==> src/sv/sfr_pkg.sv <==
// Shared types and constants for the stuffed frame receiver.
package sfr_pkg;

	localparam int BYTE_W   = 8;
	localparam int POS_W    = 10;
	localparam int LEN_W    = 11;
	localparam int STATUS_W = 2;
	localparam int PADDR_W  = 5;
	localparam int PDATA_W  = 32;

	// Frame status codes reported with every result.
	localparam logic [STATUS_W-1:0] ST_BUSY = 2'd0;
	localparam logic [STATUS_W-1:0] ST_DONE = 2'd1;
	localparam logic [STATUS_W-1:0] ST_FAIL = 2'd2;

	// Configuration register indexes (word address on the APB port).
	typedef enum logic [2:0] {
		REG_FLAG     = 3'd0,
		REG_ADDRESS  = 3'd1,
		REG_CTRL_A   = 3'd2,
		REG_CTRL_B   = 3'd3,
		REG_ESCAPE   = 3'd4,
		REG_ESC_FLAG = 3'd5,
		REG_ESC_ESC  = 3'd6
	} reg_idx_t;

	// Register reset values.
	localparam logic [BYTE_W-1:0] RST_FLAG     = 8'd126;
	localparam logic [BYTE_W-1:0] RST_ADDRESS  = 8'd3;
	localparam logic [BYTE_W-1:0] RST_CTRL_A   = 8'd0;
	localparam logic [BYTE_W-1:0] RST_CTRL_B   = 8'd64;
	localparam logic [BYTE_W-1:0] RST_ESCAPE   = 8'd125;
	localparam logic [BYTE_W-1:0] RST_ESC_FLAG = 8'd94;
	localparam logic [BYTE_W-1:0] RST_ESC_ESC  = 8'd93;

	// Current configuration as seen by the frame logic.
	typedef struct packed {
		logic [BYTE_W-1:0] flag_value;
		logic [BYTE_W-1:0] address_value;
		logic [BYTE_W-1:0] control_first;
		logic [BYTE_W-1:0] control_second;
		logic [BYTE_W-1:0] escape_value;
		logic [BYTE_W-1:0] escaped_flag_value;
		logic [BYTE_W-1:0] escaped_escape_value;
	} cfg_t;

	// One result transaction.
	typedef struct packed {
		logic [STATUS_W-1:0] frame_status;
		logic                byte_stored;
		logic [BYTE_W-1:0]   stored_byte;
		logic [POS_W-1:0]    stored_position;
		logic [LEN_W-1:0]    payload_length;
		logic [BYTE_W-1:0]   control_seen;
	} res_t;

endpackage

==> src/sv/sfr_in_if.sv <==
// Input channel: one received line byte per transaction.
interface sfr_in_if;
	import sfr_pkg::*;

	logic              valid;
	logic              ready;
	logic [BYTE_W-1:0] line_byte;
	logic              start_over;

	modport source (output valid, output line_byte, output start_over, input ready);
	modport sink (input valid, input line_byte, input start_over, output ready);
endinterface

==> src/sv/sfr_out_if.sv <==
// Output channel: one status result per transaction.
interface sfr_out_if;
	import sfr_pkg::*;

	logic                valid;
	logic                ready;
	logic [STATUS_W-1:0] frame_status;
	logic                byte_stored;
	logic [BYTE_W-1:0]   stored_byte;
	logic [POS_W-1:0]    stored_position;
	logic [LEN_W-1:0]    payload_length;
	logic [BYTE_W-1:0]   control_seen;

	modport source (output valid, output frame_status, output byte_stored, output stored_byte,
		output stored_position, output payload_length, output control_seen, input ready);
	modport sink (input valid, input frame_status, input byte_stored, input stored_byte,
		input stored_position, input payload_length, input control_seen, output ready);
endinterface

==> src/sv/sfr_ram.sv <==
// Generic single-port-write, registered-read RAM.
module sfr_ram #(
	parameter int WIDTH = 8,
	parameter int DEPTH = 1024
) (
	input  logic                                   clk,
	input  logic                                   we,
	input  logic [(DEPTH > 1 ? $clog2(DEPTH) : 1)-1:0] waddr,
	input  logic [WIDTH-1:0]                       wdata,
	input  logic [(DEPTH > 1 ? $clog2(DEPTH) : 1)-1:0] raddr,
	output logic [WIDTH-1:0]                       rdata
);
	logic [WIDTH-1:0] mem [DEPTH];

	// Write port.
	always_ff @(posedge clk) begin
		if (we) begin
			mem[waddr] <= wdata;
		end
	end

	// Registered read port.
	always_ff @(posedge clk) begin
		rdata <= mem[raddr];
	end
endmodule

==> src/sv/sfr_regs.sv <==
// APB configuration registers of the stuffed frame receiver.
module sfr_regs (
	input  logic                            clk,
	input  logic                            arst_n,
	input  logic                            psel,
	input  logic                            penable,
	input  logic                            pwrite,
	input  logic [sfr_pkg::PADDR_W-1:0]     paddr,
	input  logic [sfr_pkg::PDATA_W-1:0]     pwdata,
	output logic [sfr_pkg::PDATA_W-1:0]     prdata,
	output logic                            pready,
	output sfr_pkg::cfg_t                   cfg
);
	import sfr_pkg::*;

	cfg_t              cfg_q;
	logic              wr_en;
	logic [2:0]        idx;
	logic [BYTE_W-1:0] wbyte;
	logic [BYTE_W-1:0] rbyte;

	assign pready = 1'b1;
	assign wr_en  = psel && penable && pwrite;
	assign idx    = paddr[PADDR_W-1:2];
	assign wbyte  = pwdata[BYTE_W-1:0];

	// Register write on the access phase of an APB write.
	always_ff @(posedge clk or negedge arst_n) begin
		if (!arst_n) begin
			cfg_q.flag_value           <= RST_FLAG;
			cfg_q.address_value        <= RST_ADDRESS;
			cfg_q.control_first        <= RST_CTRL_A;
			cfg_q.control_second       <= RST_CTRL_B;
			cfg_q.escape_value         <= RST_ESCAPE;
			cfg_q.escaped_flag_value   <= RST_ESC_FLAG;
			cfg_q.escaped_escape_value <= RST_ESC_ESC;
		end else if (wr_en) begin
			unique case (idx)
				REG_FLAG:     cfg_q.flag_value           <= wbyte;
				REG_ADDRESS:  cfg_q.address_value        <= wbyte;
				REG_CTRL_A:   cfg_q.control_first        <= wbyte;
				REG_CTRL_B:   cfg_q.control_second       <= wbyte;
				REG_ESCAPE:   cfg_q.escape_value         <= wbyte;
				REG_ESC_FLAG: cfg_q.escaped_flag_value   <= wbyte;
				REG_ESC_ESC:  cfg_q.escaped_escape_value <= wbyte;
				default: ;
			endcase
		end
	end

	// Read mux.
	always_comb begin
		unique case (idx)
			REG_FLAG:     rbyte = cfg_q.flag_value;
			REG_ADDRESS:  rbyte = cfg_q.address_value;
			REG_CTRL_A:   rbyte = cfg_q.control_first;
			REG_CTRL_B:   rbyte = cfg_q.control_second;
			REG_ESCAPE:   rbyte = cfg_q.escape_value;
			REG_ESC_FLAG: rbyte = cfg_q.escaped_flag_value;
			REG_ESC_ESC:  rbyte = cfg_q.escaped_escape_value;
			default:      rbyte = '0;
		endcase
	end

	assign prdata = {{(PDATA_W-BYTE_W){1'b0}}, rbyte};
	assign cfg    = cfg_q;
endmodule

==> src/sv/sfr_core.sv <==
// Frame state, de-stuffing, parity check and payload store write request.
module sfr_core #(
	parameter int PAYLOAD_DEPTH = 1024,
	parameter int AW            = 10
) (
	input  logic                         clk,
	input  logic                         arst_n,
	input  logic                         step,
	input  logic [sfr_pkg::BYTE_W-1:0]   line_byte,
	input  logic                         start_over,
	input  sfr_pkg::cfg_t                cfg,
	output sfr_pkg::res_t                res,
	output logic                         we,
	output logic [AW-1:0]                waddr,
	output logic [sfr_pkg::BYTE_W-1:0]   wdata
);
	import sfr_pkg::*;

	localparam int CNT_W = $clog2(PAYLOAD_DEPTH + 1);

	typedef enum logic [8:0] {
		PH_HUNT = 9'b000000001,
		PH_FLAG = 9'b000000010,
		PH_ADDR = 9'b000000100,
		PH_CTRL = 9'b000001000,
		PH_HDR  = 9'b000010000,
		PH_DATA = 9'b000100000,
		PH_ESC  = 9'b001000000,
		PH_DONE = 9'b010000000,
		PH_FAIL = 9'b100000000
	} phase_t;

	phase_t            phase_q, phase_d;
	logic [BYTE_W-1:0] ctrl_q, ctrl_d;
	logic [BYTE_W-1:0] parity_q, parity_d;
	logic [CNT_W-1:0]  count_q, count_d;
	logic              put_req;
	logic [BYTE_W-1:0] put_data;
	logic              stored;

	// Next-state logic for one line byte.
	always_comb begin
		phase_d  = phase_q;
		ctrl_d   = ctrl_q;
		parity_d = parity_q;
		count_d  = count_q;
		put_req  = 1'b0;
		put_data = line_byte;
		stored   = 1'b0;
		if (start_over) begin
			phase_d  = PH_HUNT;
			ctrl_d   = '0;
			parity_d = '0;
			count_d  = '0;
		end else begin
			unique case (phase_q)
				PH_HUNT: begin
					if (line_byte == cfg.flag_value) phase_d = PH_FLAG;
				end
				PH_FLAG: begin
					if (line_byte == cfg.address_value) phase_d = PH_ADDR;
					else if (line_byte == cfg.flag_value) phase_d = PH_FLAG;
					else phase_d = PH_HUNT;
				end
				PH_ADDR: begin
					if (line_byte == cfg.control_first || line_byte == cfg.control_second) begin
						ctrl_d  = line_byte;
						phase_d = PH_CTRL;
					end else if (line_byte == cfg.flag_value) begin
						phase_d = PH_FLAG;
					end else begin
						phase_d = PH_HUNT;
					end
				end
				PH_CTRL: begin
					if (line_byte == (cfg.address_value ^ ctrl_q)) phase_d = PH_HDR;
					else if (line_byte == cfg.flag_value) phase_d = PH_FLAG;
					else phase_d = PH_HUNT;
				end
				PH_HDR: begin
					if (line_byte == cfg.flag_value) phase_d = PH_FAIL;
					else if (line_byte == cfg.escape_value) phase_d = PH_ESC;
					else put_req = 1'b1;
				end
				PH_DATA: begin
					if (line_byte == cfg.flag_value) begin
						if (parity_q == '0) begin
							if (count_q != '0) count_d = count_q - 1'b1;
							phase_d = PH_DONE;
						end else begin
							phase_d = PH_FAIL;
						end
					end else if (line_byte == cfg.escape_value) begin
						phase_d = PH_ESC;
					end else begin
						put_req = 1'b1;
					end
				end
				PH_ESC: begin
					if (line_byte == cfg.escaped_flag_value) begin
						put_req  = 1'b1;
						put_data = cfg.flag_value;
					end else if (line_byte == cfg.escaped_escape_value) begin
						put_req  = 1'b1;
						put_data = cfg.escape_value;
					end else begin
						phase_d = PH_FAIL;
					end
				end
				PH_DONE, PH_FAIL: ;
				default: phase_d = PH_HUNT;
			endcase

			// Store a de-stuffed byte, or fail when the store is full.
			if (put_req) begin
				if (count_q == CNT_W'(PAYLOAD_DEPTH)) begin
					phase_d = PH_FAIL;
				end else begin
					stored   = 1'b1;
					count_d  = count_q + 1'b1;
					parity_d = parity_q ^ put_data;
					phase_d  = PH_DATA;
				end
			end
		end
	end

	// Frame state registers advance once per processed byte.
	always_ff @(posedge clk or negedge arst_n) begin
		if (!arst_n) begin
			phase_q  <= PH_HUNT;
			ctrl_q   <= '0;
			parity_q <= '0;
			count_q  <= '0;
		end else if (step) begin
			phase_q  <= phase_d;
			ctrl_q   <= ctrl_d;
			parity_q <= parity_d;
			count_q  <= count_d;
		end
	end

	// Payload store write.
	assign we    = step && stored;
	assign waddr = count_q[AW-1:0];
	assign wdata = put_data;

	// Result of this step.
	always_comb begin
		if (phase_d == PH_DONE) res.frame_status = ST_DONE;
		else if (phase_d == PH_FAIL) res.frame_status = ST_FAIL;
		else res.frame_status = ST_BUSY;
		res.byte_stored     = stored;
		res.stored_byte     = stored ? put_data : '0;
		res.stored_position = stored ? POS_W'(count_q) : '0;
		res.payload_length  = LEN_W'(count_d);
		res.control_seen    = ctrl_d;
	end
endmodule

==> src/sv/stuffed_frame_receiver.sv <==
// Top level of the stuffed frame receiver.
//
// The in_ch channel carries one received line byte per transaction, with
// start_over set to return the receiver to hunting for an opening flag.
// Every input transaction produces exactly one result transaction on out_ch:
// frame status, the de-stuffed byte stored in this step with its position,
// the payload length so far and the accepted control byte.
// A byte is captured in an input register, processed by one pass of the
// frame logic and written to the result register. One byte is taken every
// cycle while out_ch is ready; the frame state updates once per byte.
// When out_ch stalls, the result register holds and the input register
// fills, after which in_ch.ready drops until the result is taken.
// Reset clears both registers' valid bits, the frame state and the
// configuration registers; the payload store needs no clearing.
// Configuration is to be written over APB by the user only while no
// transaction is in flight; the block itself does not enforce this.
module stuffed_frame_receiver #(
	parameter int PAYLOAD_DEPTH = 1024
) (
	input  logic                         clk,
	input  logic                         arst_n,
	sfr_in_if.sink                       in_ch,
	sfr_out_if.source                    out_ch,
	input  logic                         psel,
	input  logic                         penable,
	input  logic                         pwrite,
	input  logic [sfr_pkg::PADDR_W-1:0]  paddr,
	input  logic [sfr_pkg::PDATA_W-1:0]  pwdata,
	output logic [sfr_pkg::PDATA_W-1:0]  prdata,
	output logic                         pready
);
	import sfr_pkg::*;

	localparam int AW = (PAYLOAD_DEPTH > 1) ? $clog2(PAYLOAD_DEPTH) : 1;

	cfg_t              cfg;
	res_t              res;
	res_t              res_s2;
	logic              vld_s1, vld_s2;
	logic [BYTE_W-1:0] line_byte_s1;
	logic              start_over_s1;
	logic              step;
	logic              in_take;
	logic              ram_we;
	logic [AW-1:0]     ram_waddr;
	logic [BYTE_W-1:0] ram_wdata;

	// Handshake: process the held byte whenever the result register is free.
	assign step        = vld_s1 && (!vld_s2 || out_ch.ready);
	assign in_ch.ready = !vld_s1 || step;
	assign in_take     = in_ch.valid && in_ch.ready;

	// Input register.
	always_ff @(posedge clk or negedge arst_n) begin
		if (!arst_n) begin
			vld_s1 <= 1'b0;
		end else if (in_take) begin
			vld_s1 <= 1'b1;
		end else if (step) begin
			vld_s1 <= 1'b0;
		end
	end

	always_ff @(posedge clk) begin
		if (in_take) begin
			line_byte_s1  <= in_ch.line_byte;
			start_over_s1 <= in_ch.start_over;
		end
	end

	// Result register.
	always_ff @(posedge clk or negedge arst_n) begin
		if (!arst_n) begin
			vld_s2 <= 1'b0;
		end else if (step) begin
			vld_s2 <= 1'b1;
		end else if (out_ch.ready) begin
			vld_s2 <= 1'b0;
		end
	end

	always_ff @(posedge clk) begin
		if (step) begin
			res_s2 <= res;
		end
	end

	assign out_ch.valid           = vld_s2;
	assign out_ch.frame_status    = res_s2.frame_status;
	assign out_ch.byte_stored     = res_s2.byte_stored;
	assign out_ch.stored_byte     = res_s2.stored_byte;
	assign out_ch.stored_position = res_s2.stored_position;
	assign out_ch.payload_length  = res_s2.payload_length;
	assign out_ch.control_seen    = res_s2.control_seen;

	// Configuration registers.
	sfr_regs u_regs (
		.clk     (clk),
		.arst_n  (arst_n),
		.psel    (psel),
		.penable (penable),
		.pwrite  (pwrite),
		.paddr   (paddr),
		.pwdata  (pwdata),
		.prdata  (prdata),
		.pready  (pready),
		.cfg     (cfg)
	);

	// Frame logic.
	sfr_core #(
		.PAYLOAD_DEPTH (PAYLOAD_DEPTH),
		.AW            (AW)
	) u_core (
		.clk        (clk),
		.arst_n     (arst_n),
		.step       (step),
		.line_byte  (line_byte_s1),
		.start_over (start_over_s1),
		.cfg        (cfg),
		.res        (res),
		.we         (ram_we),
		.waddr      (ram_waddr),
		.wdata      (ram_wdata)
	);

	// Payload store.
	sfr_ram #(
		.WIDTH (BYTE_W),
		.DEPTH (PAYLOAD_DEPTH)
	) u_payload (
		.clk   (clk),
		.we    (ram_we),
		.waddr (ram_waddr),
		.wdata (ram_wdata),
		.raddr (ram_waddr),
		.rdata ()
	);
endmodule

==> src/flat_wrapper.sv <==
// flat-port wrapper written by rule: the top's interface ports become plain ports
module stuffed_frame_receiver_flat import sfr_pkg::*;
#(
	parameter int PAYLOAD_DEPTH = 1024
)
  (clk, arst_n, psel, penable, pwrite, paddr, pwdata, prdata, pready, in_ch_valid, in_ch_line_byte, in_ch_start_over, in_ch_ready, out_ch_valid, out_ch_frame_status, out_ch_byte_stored, out_ch_stored_byte, out_ch_stored_position, out_ch_payload_length, out_ch_control_seen, out_ch_ready);
  sfr_in_if in_ch_i ();
  sfr_out_if out_ch_i ();
  input  logic clk;
  input  logic arst_n;
  input  logic psel;
  input  logic penable;
  input  logic pwrite;
  input  logic [sfr_pkg::PADDR_W-1:0] paddr;
  input  logic [sfr_pkg::PDATA_W-1:0] pwdata;
  output logic [sfr_pkg::PDATA_W-1:0] prdata;
  output logic pready;
  input wire logic [$bits(in_ch_i.valid)-1:0] in_ch_valid;
  input wire logic [$bits(in_ch_i.line_byte)-1:0] in_ch_line_byte;
  input wire logic [$bits(in_ch_i.start_over)-1:0] in_ch_start_over;
  output wire logic [$bits(in_ch_i.ready)-1:0] in_ch_ready;
  output wire logic [$bits(out_ch_i.valid)-1:0] out_ch_valid;
  output wire logic [$bits(out_ch_i.frame_status)-1:0] out_ch_frame_status;
  output wire logic [$bits(out_ch_i.byte_stored)-1:0] out_ch_byte_stored;
  output wire logic [$bits(out_ch_i.stored_byte)-1:0] out_ch_stored_byte;
  output wire logic [$bits(out_ch_i.stored_position)-1:0] out_ch_stored_position;
  output wire logic [$bits(out_ch_i.payload_length)-1:0] out_ch_payload_length;
  output wire logic [$bits(out_ch_i.control_seen)-1:0] out_ch_control_seen;
  input wire logic [$bits(out_ch_i.ready)-1:0] out_ch_ready;
  assign in_ch_i.valid = in_ch_valid;
  assign in_ch_i.line_byte = in_ch_line_byte;
  assign in_ch_i.start_over = in_ch_start_over;
  assign in_ch_ready = in_ch_i.ready;
  assign out_ch_valid = out_ch_i.valid;
  assign out_ch_frame_status = out_ch_i.frame_status;
  assign out_ch_byte_stored = out_ch_i.byte_stored;
  assign out_ch_stored_byte = out_ch_i.stored_byte;
  assign out_ch_stored_position = out_ch_i.stored_position;
  assign out_ch_payload_length = out_ch_i.payload_length;
  assign out_ch_control_seen = out_ch_i.control_seen;
  assign out_ch_i.ready = out_ch_ready;
  stuffed_frame_receiver #(.PAYLOAD_DEPTH(PAYLOAD_DEPTH)) u_core (.clk(clk), .arst_n(arst_n), .in_ch(in_ch_i), .out_ch(out_ch_i), .psel(psel), .penable(penable), .pwrite(pwrite), .paddr(paddr), .pwdata(pwdata), .prdata(prdata), .pready(pready));
endmodule
==> config.mk <==
export PLATFORM = sky130hd
export DESIGN_NAME = stuffed_frame_receiver_flat
export DESIGN_NICKNAME = d
export VERILOG_FILES = /design/src/sv/sfr_pkg.sv /design/src/sv/sfr_in_if.sv /design/src/sv/sfr_out_if.sv /design/src/sv/sfr_ram.sv /design/src/sv/sfr_regs.sv /design/src/sv/sfr_core.sv /design/src/sv/stuffed_frame_receiver.sv /design/src/flat_wrapper.sv
export SDC_FILE = /design/constraint.sdc
export NUM_CORES = 1
export LEC_CHECK = 0
export BUFFER_PORTS_ARGS = -buffer_cell sky130_fd_sc_hd__buf_2
export CAP_MARGIN = 20
export CELL_PAD_IN_SITES_DETAIL_PLACEMENT = 1
export CELL_PAD_IN_SITES_GLOBAL_PLACEMENT = 1
export CORE_ASPECT_RATIO = 1.75
export CORE_MARGIN = 8
export CORE_UTILIZATION = 49
export DETAILED_ROUTE_END_ITERATION = 10
export GPL_ROUTABILITY_DRIVEN = 0
export GPL_TIMING_DRIVEN = 0
export PLACE_DENSITY_LB_ADDON = 0.05
export SKIP_LAST_GASP = 1
export SYNTH_ARGS = -nofsm -noshare
export SYNTH_HDL_FRONTEND = slang
export SYNTH_HIERARCHICAL = 1
export SYNTH_SLANG_ARGS = --single-unit
==> constraint.sdc <==
create_clock -name clk -period 5 [get_ports clk]
set_input_delay 0.25 -clock clk [delete_from_list [all_inputs] [get_ports clk]]
set_output_delay 0.25 -clock clk [all_outputs]
set_load 0.02 [all_outputs]
# ---- Yosys cells after proc, flatten, opt, wreduce, memory -nomap -nowiden
# Cells that the tools add are included.
dict set report op_classes {
  add_sub_neg 2
  eq_ne 27
  n_mux 48
  bitwise 2
  reduce_logical 25
}
# operator count
set ops {}
lappend ops {{$mux W9} 12}
lappend ops {{$mux W8} 11}
lappend ops {{$mux W11} 7}
lappend ops {{$pmux W9 S8} 1}
lappend ops {{$eq A8 B8 Y1} 8}
lappend ops {{$pmux W8 S7} 1}
lappend ops {{$eq A9 B8 Y1 const B} 2}
lappend ops {{$eq A9 B9 Y1 const B} 2}
lappend ops {{$xor A8 B8 Y8} 2}
lappend ops {{$reduce_and A2 Y1} 7}
lappend ops {{$mux W1} 12}
lappend ops {{$add A11 B1 Y11 const B} 1}
lappend ops {{$eq A11 B11 Y1 const B} 1}
lappend ops {{$reduce_bool A11 Y1} 1}
lappend ops {{$sub A11 B1 Y11 const B} 1}
lappend ops {{$eq A3 B3 Y1 const B} 3}
lappend ops {{$eq A9 B1 Y1 const B} 1}
lappend ops {{$eq A9 B2 Y1 const B} 1}
lappend ops {{$eq A9 B3 Y1 const B} 1}
lappend ops {{$eq A9 B4 Y1 const B} 1}
lappend ops {{$eq A9 B5 Y1 const B} 1}
lappend ops {{$eq A9 B6 Y1 const B} 1}
lappend ops {{$eq A9 B7 Y1 const B} 1}
lappend ops {{$logic_not A8 Y1} 1}
lappend ops {{other kinds (13)} 24}
dict set report totals {
  regBits 143
  in_bits 53
  output_inout_bits 75
  wordCells 125
}

# ---- Depth between registers and ports, before layout
dict set report depth {
  word_depth 9
  mapped_depth 10
  mapped_depth_nobuf 9
}

# ---- Hierarchy
# Netlist, hierarchy kept.
# mod instances cells_each area_per_inst_um2 seq_area_each_um2
set by_module_without_submodules {}
lappend by_module_without_submodules {sfr_core 1 503 3952.5 902.1}
lappend by_module_without_submodules {sfr_regs 1 226 2970.3 1432.6}
lappend by_module_without_submodules {stuffed_frame_receiver 1 57 1575.3 1521.5}

# ---- Worst setup path before layout
# No wires, ideal clock.
dict set report synth_timing {
  path_type {reg-to-reg}
  from {register u_core.vld_s2, in the netlist u_core/out_ch.valid}
  to {register u_core.u_core.ctrl_q[0]}
  setup_time_ps 69
  arrival_ps 2899
  required_time_ps 4931
  path_slack_ps 2033
  stages_incl_launch_ff 6
  n_path_buf 0
  synth_period_minus_slack_ps 2967
  cell_sequence {dfrtp_1 > nand2b_1 > and2_1 > nand2_1 > nor3_1 > a22o_1}
}
dict set report synth_between {
  elab_chain_len 3
}
# item line
set synth_rtl {}
lappend synth_rtl {{from (decl)} stuffed_frame_receiver.sv:39} ;# logic vld_s1, vld_s2;
lappend synth_rtl {{from (signal assigned)} stuffed_frame_receiver.sv:74} ;# vld_s2 <= 1'b0;
lappend synth_rtl {{from (signal assigned)} stuffed_frame_receiver.sv:76} ;# vld_s2 <= 1'b1;
lappend synth_rtl {{from (signal assigned)} stuffed_frame_receiver.sv:78} ;# vld_s2 <= 1'b0;
lappend synth_rtl {{$logic_not A1 Y1} stuffed_frame_receiver.sv:49} ;# assign step = vld_s1 && (!vld_s2 || out_ch.ready);
lappend synth_rtl {{$logic_or A1 B1 Y1} stuffed_frame_receiver.sv:49}
lappend synth_rtl {{$logic_and A1 B1 Y1} stuffed_frame_receiver.sv:49}
lappend synth_rtl {{via u_core.step} stuffed_frame_receiver.sv:42} ;# logic step;
lappend synth_rtl {{to (signal assigned)} sfr_core.sv:137} ;# ctrl_q <= ctrl_d;
lappend synth_rtl {{to (decl)} sfr_core.sv:34} ;# logic [BYTE_W-1:0] ctrl_q, ctrl_d;
# The timed path passes the listed nets, and every way through them passes these cells.
# A chain may end at the register's enable or synchronous reset.

# ---- Worst setup path in the final report
dict set report layout_timing {
  from {register u_core.line_byte_s1[2]}
  to {register u_core.res_s2, in the netlist u_core/out_ch.byte_stored (data pin)}
}
dict set report layout_between {
  elab_chain_len 7
  elab_cells_between_ends 12
  cone_classes {eq/ne: 4; mux: 8}
}
# item line
set layout_rtl {}
lappend layout_rtl {{from (decl)} stuffed_frame_receiver.sv:40} ;# logic [BYTE_W-1:0] line_byte_s1;
lappend layout_rtl {{from (signal assigned)} stuffed_frame_receiver.sv:66} ;# line_byte_s1 <= in_ch.line_byte;
lappend layout_rtl {{$eq A8 B8 Y1, on equally long branches} {sfr_core.sv:103, sfr_core.sv:82, sfr_core.sv:93}}
lappend layout_rtl {{$mux W1, on equally long branches} {sfr_core.sv:103, sfr_core.sv:82, sfr_core.sv:93}}
lappend layout_rtl {{$mux W1, on equally long branches} {sfr_core.sv:100, sfr_core.sv:86}}
lappend layout_rtl {{$pmux W1 S2 *} sfr_core.sv:56} ;# unique case (phase_q)
lappend layout_rtl {{$mux W1 *} sfr_core.sv:50} ;# if (start_over) begin
lappend layout_rtl {{$mux W1 *} sfr_core.sv:115} ;# if (put_req) begin
lappend layout_rtl {{$mux W1 *} sfr_core.sv:50}
lappend layout_rtl {{via u_core.u_core.stored} sfr_core.sv:39} ;# logic stored;
lappend layout_rtl {{to (signal assigned)} stuffed_frame_receiver.sv:84} ;# res_s2 <= res;
lappend layout_rtl {{to (decl)} stuffed_frame_receiver.sv:38} ;# res_t res_s2;
# The timed path passes the listed nets; every way through them passes the cells marked *. The select of a mux whose other input is x is not followed.

==> metrics list <==
* Status: completed
* Post-detailed-route wirelength per cell: 24.5 um
- Count of standard-cell rows: 63
* Filler Cells Inserted: 1827
- The library cell used most frequently in the layout, excluding fill and tap cells, is sky130_fd_sc_hd__buf_2.
- Clock-pin slew reported for the worst setup and hold paths after clock tree synthesis: 0.06 ns
- In the layout the commonest cells are sky130_fd_sc_hd__buf_2 (89), sky130_fd_sc_hd__dfrtp_1 (68), sky130_fd_sc_hd__mux2_2 (51), sky130_fd_sc_hd__edfxtp_1 (49), sky130_fd_sc_hd__nor2_1 (48).
- In this run the cell area of the synthesized design comes to 0.00835 mm^2.
- Once detailed placement completed, the half-perimeter wirelength came to 21000 um.
* Yosys warnings: 6
- The first global-routing pass estimated 43000 um of wire.
- Area growth from synthesis to final layout: 18.0%
- Sum of overflow across all layers after global routing: 0
- At the worst endpoint, the arrival time is 3.69 ns.
- Maximum fanout encountered on the critical timing path: 9
* Crit share post-route: 0.701
- Unrepaired setup endpoints after global routing: no
- Core Region: 0.0168 mm^2
* # DRC: 0
* Clock tree from TritonCTS: done
- Number of endpoints failing setup at the final stage: 0
- Across the routed clock network, the largest skew measured is 0.00932 ns.
* Worst-margin pin slew: 0.899 ns
- The final layout contains routed wiring with a total length of 27700 um.
* Ordered list of cells on the worst path: buf_2 -> xor2_1 -> nor4_1 -> nand2_1 -> nor4bb_1 -> clkbuf_1 -> o211ai_1 -> clkbuf_1 -> inv_1 -> buf_4
- Pin count of the biggest net entering global routing: 70
* CTS buffer count: 17
- Clk Latency, worst-skew pair: 0.43 ns
- Dominant cell type by count on the critical path: sky130_fd_sc_hd__clkbuf_1
* Cell Count, Final, Fillers Out: 1131
* Number of buffer and inverter instances along the worst setup path: 5
- Global routing usage summed across all routing layers: 0.265
* Crit-path slowest cell: sky130_fd_sc_hd__o211ai_1
- Grouping stages by cell kind, the critical path spends the most delay in buffers and inverters.
- The H-tree generated during clock tree synthesis spans 4 levels.
- Iteration count of the initial detailed-routing pass: 4
* Width of the die: 115 um
- Utilization of the core after routing: 0.587
- The worst pin sits at a relative slew slack of 0.385.
- Vias in the first global route: 7674
- The worst hold path belongs to the class in2reg.
- Mapped Avg Cell Area: 11.0 um^2
- Number of DRC violations after detailed-routing iteration 0: 272
* Avg Vias per Cell: 5.97
- Antenna violations before repair: 0
- Hold violation total from the final report: 0
* Number of instances in the synthesized netlist: 759
- Power spread over the standard cell area amounts to 365 mW/mm^2.
* Share of cells above drive strength 1: 0.296
* Static leakage: 4.14 nW
- Post-layout nets: 946
- Summed over all failing endpoints, the final setup total negative slack is 0 ns.
- Area taken by multi-input logic gates: 0.00405 mm^2
- Number of input and output port buffers inserted: 75
- Count of antenna-violating nets left after detailed routing: 0
- The setup path with the least slack is of type reg2reg.
* Sinks on Clock Net: 143
- The routed layout has 6756 vias.
* Fmax: 285 MHz
- Largest voltage drop on the vdd net: 224 uV
- Quantity of gates resized following cts: 0
* Kind of launch point of the worst setup path: register
- Including well taps, the total number of placed cells is 1088.
- Count of max-cap constraint violations: 0
* Max incr delay on CP: 0.69 ns
- Top-level I/O count: 128
* Buffer levels on the longest clock path: 2
- Across the whole layout, storage elements account for 0.00386 mm^2.
- The number of antenna diodes in the final layout is 0.
- The final max-slew violation count was 0.
* CP required: 5.18 ns
- Measured along the y axis, the die boundary spans 189 um.
* Starting Density: 0.497
- Time the final worst path needs with I/O delays and setup: 3.51 ns
- Root buffer cell: sky130_fd_sc_hd__clkbuf_16
* Area enclosed by the die boundary: 0.0216 mm^2
- Category of the worst setup path capture point: register
-- state kept, by name (all words and copies together) (netlist names), 2 cells and up --
register / count
u_core/out_ch.stored_byte: 8
u_core/out_ch.frame_status: 2
u_core/u_core/count_q: 11
u_core/u_regs/cfg: 56
u_core/line_byte_s1: 8
u_core/out_ch.control_seen: 8
u_core/u_core/ctrl_q: 8
u_core/u_core/parity_q: 8
u_core/out_ch.stored_position: 10
u_core/out_ch.payload_length: 11
u_core/u_core/phase_q: 9
-- report_power, final --
part / switching, W / total, W / internal (W)
registers: 0.000159 / 0.00155 / 0.00140
clock network: 0.000489 / 0.00128 / 0.000791
logic: 0.000453 / 0.000764 / 0.000311
-- what timing repair did --
item                                   CTS  global route
setup buffers                            0             0
endpoints found under the hold margin   26             1
hold buffers                             9             1
-- metrics by stage --
stage / total power [W] / setup WS (ns) / hold slack (ns) / area (um^2)
global placement: 0.00227 / 0.697 / 0.427 / 9090
global route: 0.00374 / 1.30 / 0.0465 / 9850
detailed placement: 0.00232 / 1.52 / 0.197 / 9160
floorplan: 0.00203 / 2.03 / -0.0456 / 8440
CTS: 0.00362 / 1.46 / 0.000131 / 9830
finish: 0.00360 / 1.49 / 0.0372 / 9850
-- final timing paths --
| kind | start | to | slack (ns) | cells after the start |
|---|---|---|---|---|
| max in group asynchronous | arst_n | u_core/u_regs/cfg[14] | 3.99 | 3 |
| worst min register to register | u_core/vld_s1 | u_core/out_ch.valid | 0.55 | 1 |
| worst max register to register | u_core/line_byte_s1[2] | u_core/out_ch.byte_stored | 1.49 | 10 |
| min in group asynchronous | arst_n | u_core/u_core/count_q[9] | 0.29 | 2 |
| worst max-delay path | u_core/line_byte_s1[2] | u_core/out_ch.byte_stored | 1.49 | 10 |
| worst min-delay path | in_ch_valid | u_core/vld_s1 | 0.04 | 2 |
-- area by class of cell --
cell class                 count  share of cell area
inverter                      21             0.00800
clock buffer                  20              0.0453
sequential                   143               0.391
multi-input combinational    542               0.411
buffer                        76              0.0456
tap                          227              0.0288
timing repair buffer          90              0.0550
clock inverter                12              0.0145
-- layer usage --
layer | GRT usage | up-vias | part of all wire
met5 | 0 | - | 0
met4 | 0.219 | 0 | 0.079
met3 | 0.0468 | 115 | 0.034
met2 | 0.501 | 223 | 0.57
met1 | 0.232 | 3399 | 0.32
li1 | - | 3019 | -
(Power assumes the default switching activity.)
